===== src/hdl/dcmma_pkg.sv =====
`timescale 1ns / 1ps

package dcmma_pkg;

  localparam int WINDOW_LENGTH = 10;
  localparam int SAMPLE_BITS   = 12;

  localparam int WIN_LOG2  = $clog2(WINDOW_LENGTH);
  localparam int SLOT_BITS = (WINDOW_LENGTH > 1) ? WIN_LOG2 : 1;
  localparam int SUM_BITS  = SAMPLE_BITS + WIN_LOG2;

  // floor(x / WINDOW_LENGTH) == (x * DIV_RECIP) >> DIV_SHIFT for every SUM_BITS-bit x
  localparam int DIV_SHIFT  = SUM_BITS + WIN_LOG2;
  localparam int RECIP_BITS = SUM_BITS + 1;
  localparam int PROD_BITS  = SUM_BITS + RECIP_BITS;
  localparam logic [RECIP_BITS-1:0] DIV_RECIP =
    RECIP_BITS'(((64'd1 << DIV_SHIFT) + 64'(WINDOW_LENGTH) - 64'd1) / 64'(WINDOW_LENGTH));

  localparam logic [SUM_BITS-1:0] SUM_MAX =
    SUM_BITS'(WINDOW_LENGTH * ((1 << SAMPLE_BITS) - 1));

  localparam int IN_TDATA_BITS  = ((2 * SAMPLE_BITS + 7) / 8) * 8;
  localparam int OUT_TDATA_BITS = ((SAMPLE_BITS + 7) / 8) * 8;

  typedef logic [SAMPLE_BITS-1:0] sample_t;
  typedef logic [SUM_BITS-1:0]    sum_t;
  typedef logic [SLOT_BITS-1:0]   slot_t;

  typedef struct packed {
    sum_t sum_a;
    sum_t sum_b;
  } sums_t;

endpackage


===== src/hdl/dual_channel_min_moving_average.sv =====
`timescale 1ns / 1ps

// Two-channel ten-sample moving average that reports the smaller of the two
// averages, truncated. Each accepted item is one 12-bit sample pair; exactly
// one result item follows it. The block takes one item per clock cycle while
// the output does not stall. Each item passes three registered stages: the
// first holds the updated sample rings and running window sums, the second
// the smaller sum, and the third its division by ten through a constant
// reciprocal multiply.
// Back-pressure on the output fills the three stages before the input stalls.
// Rings and sums clear at reset, so the first nine results average in zeros.

module dual_channel_min_moving_average
  import dcmma_pkg::*;
(
  input  logic                      clk,
  input  logic                      rst_n,
  input  logic                      in_tvalid,
  output logic                      in_tready,
  input  logic [IN_TDATA_BITS-1:0]  in_tdata,  // sample_a, sample_b
  output logic                      out_tvalid,
  input  logic                      out_tready,
  output logic [OUT_TDATA_BITS-1:0] out_tdata  // current_estimate, zero fill
);

  logic    sums_valid;
  logic    sums_ready;
  sums_t   sums;
  sample_t estimate;

  dcmma_window u_window (
    .clk        (clk),
    .rst_n      (rst_n),
    .in_valid   (in_tvalid),
    .in_ready   (in_tready),
    .sample_a   (in_tdata[SAMPLE_BITS-1:0]),
    .sample_b   (in_tdata[2*SAMPLE_BITS-1:SAMPLE_BITS]),
    .sums_valid (sums_valid),
    .sums_ready (sums_ready),
    .sums       (sums)
  );

  dcmma_div u_div (
    .clk        (clk),
    .rst_n      (rst_n),
    .sums_valid (sums_valid),
    .sums_ready (sums_ready),
    .sums       (sums),
    .est_valid  (out_tvalid),
    .est_ready  (out_tready),
    .estimate   (estimate)
  );

  assign out_tdata = OUT_TDATA_BITS'(estimate);

`ifndef ASSERT_OFF
  a_sum_range: assert property (@(posedge clk) disable iff (!rst_n)
    (sums.sum_a <= SUM_MAX) && (sums.sum_b <= SUM_MAX))
    else $error("window sum beyond full scale");

  a_accept_fills: assert property (@(posedge clk) disable iff (!rst_n)
    (in_tvalid && in_tready) |=> sums_valid)
    else $error("accepted item did not reach the sum stage");

  a_stall_holds_sums: assert property (@(posedge clk) disable iff (!rst_n)
    (sums_valid && !sums_ready) |=> $stable(sums))
    else $error("window sums changed while stalled");

  a_input_stalls_when_full: assert property (@(posedge clk) disable iff (!rst_n)
    (sums_valid && !sums_ready) |-> !in_tready)
    else $error("input accepted while pipeline full");
`endif

endmodule


===== src/hdl/dcmma_window.sv =====
`timescale 1ns / 1ps

module dcmma_window
  import dcmma_pkg::*;
(
  input  logic    clk,
  input  logic    rst_n,
  input  logic    in_valid,
  output logic    in_ready,
  input  sample_t sample_a,
  input  sample_t sample_b,
  output logic    sums_valid,
  input  logic    sums_ready,
  output sums_t   sums
);

  sample_t ring_a_r [WINDOW_LENGTH];
  sample_t ring_b_r [WINDOW_LENGTH];
  slot_t   slot_r, slot_nxt;
  sums_t   sums_r, sums_nxt;
  logic    valid_r, valid_nxt;
  logic    accept;

  assign in_ready = !valid_r || sums_ready;
  assign accept   = in_valid && in_ready;

  always_comb begin
    sums_nxt.sum_a = sums_r.sum_a - SUM_BITS'(ring_a_r[slot_r]) + SUM_BITS'(sample_a);
    sums_nxt.sum_b = sums_r.sum_b - SUM_BITS'(ring_b_r[slot_r]) + SUM_BITS'(sample_b);
    if (slot_r == SLOT_BITS'(WINDOW_LENGTH - 1)) begin
      slot_nxt = '0;
    end else begin
      slot_nxt = slot_r + 1'b1;
    end
    valid_nxt = accept || (valid_r && !sums_ready);
  end

  always_ff @(posedge clk) begin
    if (!rst_n) begin
      for (int i = 0; i < WINDOW_LENGTH; i++) begin
        ring_a_r[i] <= '0;
        ring_b_r[i] <= '0;
      end
      slot_r  <= '0;
      sums_r  <= '0;
      valid_r <= 1'b0;
    end else begin
      valid_r <= valid_nxt;
      if (accept) begin
        ring_a_r[slot_r] <= sample_a;
        ring_b_r[slot_r] <= sample_b;
        slot_r           <= slot_nxt;
        sums_r           <= sums_nxt;
      end
    end
  end

  assign sums_valid = valid_r;
  assign sums       = sums_r;

endmodule


===== src/hdl/dcmma_div.sv =====
`timescale 1ns / 1ps

module dcmma_div
  import dcmma_pkg::*;
(
  input  logic    clk,
  input  logic    rst_n,
  input  logic    sums_valid,
  output logic    sums_ready,
  input  sums_t   sums,
  output logic    est_valid,
  input  logic    est_ready,
  output sample_t estimate
);

  sum_t    low_r, low_nxt;
  logic    low_valid_r;
  sample_t est_r, est_nxt;
  logic    est_valid_r;
  logic    est_adv;
  logic    low_adv;
  logic [PROD_BITS-1:0] prod;

  assign est_adv    = !est_valid_r || est_ready;
  assign low_adv    = !low_valid_r || est_adv;
  assign sums_ready = low_adv;

  always_comb begin
    low_nxt = (sums.sum_a < sums.sum_b) ? sums.sum_a : sums.sum_b;
    prod    = PROD_BITS'(low_r) * PROD_BITS'(DIV_RECIP);
    est_nxt = prod[DIV_SHIFT +: SAMPLE_BITS];
  end

  always_ff @(posedge clk) begin
    if (!rst_n) begin
      low_valid_r <= 1'b0;
      est_valid_r <= 1'b0;
    end else begin
      if (low_adv) begin
        low_valid_r <= sums_valid;
      end
      if (est_adv) begin
        est_valid_r <= low_valid_r;
      end
    end
  end

  always_ff @(posedge clk) begin
    if (low_adv && sums_valid) begin
      low_r <= low_nxt;
    end
    if (est_adv && low_valid_r) begin
      est_r <= est_nxt;
    end
  end

  assign est_valid = est_valid_r;
  assign estimate  = est_r;

endmodule

===== config.mk =====
export PLATFORM = sky130hd
export DESIGN_NAME = dual_channel_min_moving_average
export DESIGN_NICKNAME = d
export VERILOG_FILES = /design/src/hdl/dcmma_pkg.sv /design/src/hdl/dual_channel_min_moving_average.sv /design/src/hdl/dcmma_window.sv /design/src/hdl/dcmma_div.sv
export SDC_FILE = /design/constraint.sdc
export NUM_CORES = 1
export LEC_CHECK = 0
export ABC_AREA = 1
export BUFFER_PORTS_ARGS = -buffer_cell sky130_fd_sc_hd__buf_4
export CORE_ASPECT_RATIO = 0.8
export CORE_MARGIN = 2
export CORE_UTILIZATION = 40
export CTS_BUF_LIST = sky130_fd_sc_hd__clkbuf_8
export DETAILED_ROUTE_END_ITERATION = 16
export SKIP_LAST_GASP = 1
export SLEW_MARGIN = 20
export SYNTH_ARGS = -nofsm -noshare
export SYNTH_HDL_FRONTEND = slang
export SYNTH_HIERARCHICAL = 1
export SYNTH_SLANG_ARGS = --single-unit
export TNS_END_PERCENT = 30

===== constraint.sdc =====
create_clock -name clk -period 15.97 [get_ports clk]
set_clock_uncertainty 0.15 [all_clocks]
set_input_delay 3.194 -clock clk [delete_from_list [all_inputs] [get_ports clk]]
set_output_delay 3.194 -clock clk [all_outputs]
set_load 0.1 [all_outputs]

* After elaboration in Yosys (flattened, before gate mapping)
Memory sizes are Yosys's and may differ from the RTL's. A register that Yosys moved wholly into a read port is not among the register bits. Index checks and enable logic that the tools add are counted.
Word-level totals: register bits 67, memory bits (writable) 240, input port bits 28, output and inout port bits 18, logic and storage cells 48, memories kept 2
Cells by class: $add $sub $neg 5, multipliers 1, order comparisons 1, eq/ne operators 1, mux-type cells 16, reduce and logical (&&, ||, !) cells 14
Memories:
- u_window.ring_a_r | words 10, bits a word 12, rd ports 1, clocked after Yosys merged registers in 1, write ports 10, RTL line dcmma_window.sv:17 | sample_t ring_a_r [WINDOW_LENGTH];
- u_window.ring_b_r | words 10, bits a word 12, rd ports 1, clocked after Yosys merged registers in 1, write ports 10, RTL line dcmma_window.sv:18 | sample_t ring_b_r [WINDOW_LENGTH];
Operators with widths (number):
- adder 16 x 12 -> 16 bit | 2
- subtractor 16 x 12 -> 16 bit | 2
- multiplier 16 x 16 -> 31 bit, second input constant | 1
- 2-to-1 mux 4 bit | 7
- 2-to-1 mux 12 bit | 2
- OR reduction 12 bit | 2
- less-than comparator 16 bit | 1
- 2-to-1 mux 16 bit | 1
- 2-to-1 mux 1 bit | 6
- adder 4 x 1 -> 4 bit, second input constant | 1
- == test 4 bit, second input constant | 1
- logical AND 1 bit | 4
- zero test 1 bit | 4
- logical OR 1 bit | 4

* Logic depth before layout (Yosys ltp)
depth in word-level cells 10, mapped depth 23, depth with buffers taken out 23

* Cells and area by module
Netlist, hierarchy kept.
Modules (own cells, without submodules):
- dcmma_window | instances 1, cells each 2061, area each 20109.3 µm², sequential area each 12351.8 µm²
- dcmma_div | instances 1, cells each 821, area each 6646.4 µm², sequential area each 880.8 µm²
- dual_channel_min_moving_average | instances 1, cells each 5, area each 33.8 µm², sequential area each 0.0 µm²

* Worst setup path before layout
Ideal clock, no wire load.
kind input port to output port, from in out_tready, to out in_tready, arrival 3.798 ns, required time 12.626 ns, path slack 8.828 ns, stages 4, buffers on the path 0, path through inv_1 > nand3_1 > inv_1 > nand2_2
On the way: word-level cells in the longest chain between the ends 3
RTL lines:
- start: declaration | RTL line dual_channel_min_moving_average.sv:22 | input logic out_tready,
- logical OR 1 bit | RTL line dcmma_div.sv:24 | assign est_adv = !est_valid_r || est_ready;
- logical OR 1 bit | RTL line dcmma_div.sv:25 | assign low_adv = !low_valid_r || est_adv;
- net sums_ready | RTL line dual_channel_min_moving_average.sv:27 | logic sums_ready;
- logical OR 1 bit | RTL line dcmma_window.sv:24 | assign in_ready = !valid_r || sums_ready;
- end: declaration | RTL line dual_channel_min_moving_average.sv:19 | output logic in_tready,
The timed path passes the listed nets, and every way through them passes these cells.

* Final worst setup path
Same ends and word-level chain as after synthesis.

==> flow_metrics.py <==
metrics = {
    "timing": {
        "finalCriticalPeriod_ns": 7.24,
        "max_slew.worst_pin.slew_ns": 1.11,
        "rsz0062_at_grt": "false",
        "fmax_ghz": 0.138,
        "relSlewSlack": 0.260,
        "drv_slew": 0,
        "fin_tns_setup_ns": 0,
        "period_share": 0.454,
        "setup_viol": 0,
        "worst_hold_slack_ns": 0.358,
        "hold_viol_final": 0,
    },
    "clock_tree": {
        "clock_latency_ns": 0.70,
        "ctsLongestPathBuffers": 3,
        "post_cts_buffers": 0,
        "cts.sinks": 455,
        "clk_pin_slew_ns": 0.06,
        "cts_hold_buf": 0,
        "htreeDepth": 3,
        "cts_resized": 0,
        "numCtsBuffers": 78,
        "cts-root-buf": "clkbuf_8",
        "cts_tree": "built",
    },
    "placed_design": {
        "numPortBuffers": 41,
        "place_congestion": 0.914,
        "place_area_um2": 27900,
        "dp_hpwl_mm": 52.5,
    },
    "worst_setup_path": {
        "cp_data_required_time_ns": 12.63,
        "slowest_delay_ns": 0.24,
        "worstSetupEndpointType": "output pin",
        "crit_slowest_cell": "buf_4",
        "worst_setup_path_start_kind": "input pin",
        "worstPathCellList": "buf_4, inv_1, nand3_1, inv_1, nand2_2, buf_4",
        "r2r_cells": 20,
        "crit_fanout": 3,
        "cp.arrival_ns": 3.90,
        "criticalPathCategory": "input pin to output pin",
    },
    "cells_and_area": {
        "syn_to_final_growth_pct": 9.54,
        "utilization": 0.445,
        "final_cell_area_um2": 29300,
        "layout_common_cells": "nor2_1, inv_1, edfxtp_1, nand2_1, o21ai_0",
        "drive_gt1_frac": 0.0659,
        "mostFrequentLayoutCell": "nor2_1",
        "nets": 3221,
    },
    "job": {
        "max-cap-violations": 0,
    },
    "floorplanning": {
        "die_h_um": 235,
        "rows": 84,
        "dieArea_um2": 69100,
        "core-area_um2": 66000,
        "start_util": 0.406,
        "die_w_um": 293,
        "boundaryPins": 46,
    },
    "yosys": {
        "synthFlopType": "edfxtp_1",
        "ys_ff_latch": 455,
        "ys_seq_area_frac": 0.494,
        "synth_area_per_cell_um2": 9.28,
        "synth_edf_count": 412,
        "yosysWarnings": 6,
        "ys_async_sr_fraction": 0,
        "yosysTopAreaCell": "edfxtp_1",
        "synth_cells": 2887,
        "yosys.area.top_type_share": 0.462,
        "ys_top_cells_by_area": "edfxtp_1, nor2_1, ha_1",
        "syn-cell-area_um2": 26800,
        "ys_types": 44,
    },
    "global_route": {
        "antenna_found_initial": 2,
        "grt_max_degree": 121,
        "grt_pass1_wl_mm": 116,
        "track_usage": 0.220,
        "grt_pass1_vias": 19700,
        "grt_overflow_total": 0,
    },
    "routing": {
        "vias_per_cell": 5.30,
        "drt-pass1-iter-count": 6,
        "drt_iter0_drc": 1988,
        "vias": 20300,
        "wl_mm": 75.4,
        "ant_nets": 0,
        "drcViolationCount": 0,
        "avgRoutedWirePerCell_um": 19.7,
    },
    "run_status": {
        "status": "completed",
    },
    "min_path": {
        "hold-path-cell-count": 2,
        "hold_class": "flip-flop to flip-flop",
    },
}
[worst max-delay path, delay by kind of cell]
kind                   cells  cell delay [ns]
buffers and inverters      4             0.53
AND/OR/NAND/NOR            2             0.18
[synth_stat cells, types with 6 or more instances]
library cell / n
nor2_1: 605
inv_1: 449
edfxtp_1: 412
nand2_1: 401
o21ai_0: 246
ha_1: 172
fa_1: 103
nand3_1: 98
o211ai_1: 96
clkbuf_1: 70
a21oi_1: 58
dfxtp_1: 43
buf_2: 24
xor2_1: 14
buf_1: 12
nor3_1: 9
nand2_2: 8
nand4_1: 8
nand3b_1: 7
o21bai_1: 7
o22ai_1: 6
[state kept, by name, summed over array words and instances, names as in the netlist, named ones only]
signal and flops:
u_div/est_valid 1, u_div/estimate 12, u_div/low_r 16, u_div/low_valid_r 1, u_window/ring_a_r 192, u_window/ring_b_r 192
u_window/slot_r 4, u_window/sums 32, u_window/sums_valid 1
[per-stage QoR]
stage	setup WS (ns)	instances
2_1_floorplan	8.83	2890
3_3_place_gp	8.72	3698
3_5_place_dp	8.76	3698
4_1_cts	8.76	3833
5_1_grt	8.69	3835
6_report	8.73	3836
[layer usage]
metal,track usage,wire (um),vias to the layer above
li1,-,-,9511
met1,0.331,35200,9911
met2,0.312,31500,764
met3,0.0552,7120,133
met4,0.0603,1640,0
met5,0,0,-
[kinds of logic after synthesis]
kind of cell               Yosys count  synth area share
and+or+nand+nor                   1151             0.172
buffers and inverters              564            0.0814
DFF                                455             0.494
AOI/OAI and AO/OA                  425            0.0903
adders and majority gates          275             0.157
xor gates and xnor gates            16           0.00523
other                                1          0.000140
[worst paths after layout]
kind,from,to,slack (ns)
worst max register to register,u_div/low_r[5]$_DFFE_PP_,u_div/estimate[9]$_DFFE_PP_,10.27
worst min-delay path,u_div/low_valid_r$_SDFFE_PN0N_,u_div/est_valid$_SDFFE_PN0P_,0.36
worst min register to register,u_div/low_valid_r$_SDFFE_PN0N_,u_div/est_valid$_SDFFE_PN0P_,0.36
worst max-delay path,out_tready,in_tready,8.73
[area by class of cell]
type                            instances  area, um2
Fill cell                            6258      36700
Sequential cell                       455      13200
Multi-Input combinational cell       1871      11400
Inverter                              451       1700
Clock buffer                           80       1100
Tap cell                              860       1080
Timing Repair Buffer                   61        458
Clock inverter                         55        333
Antenna cell                            3       7.51
Power is left out: the tool's default activity adds up to more than one toggle a clock period on the data nets, which glitch-free logic cannot reach.
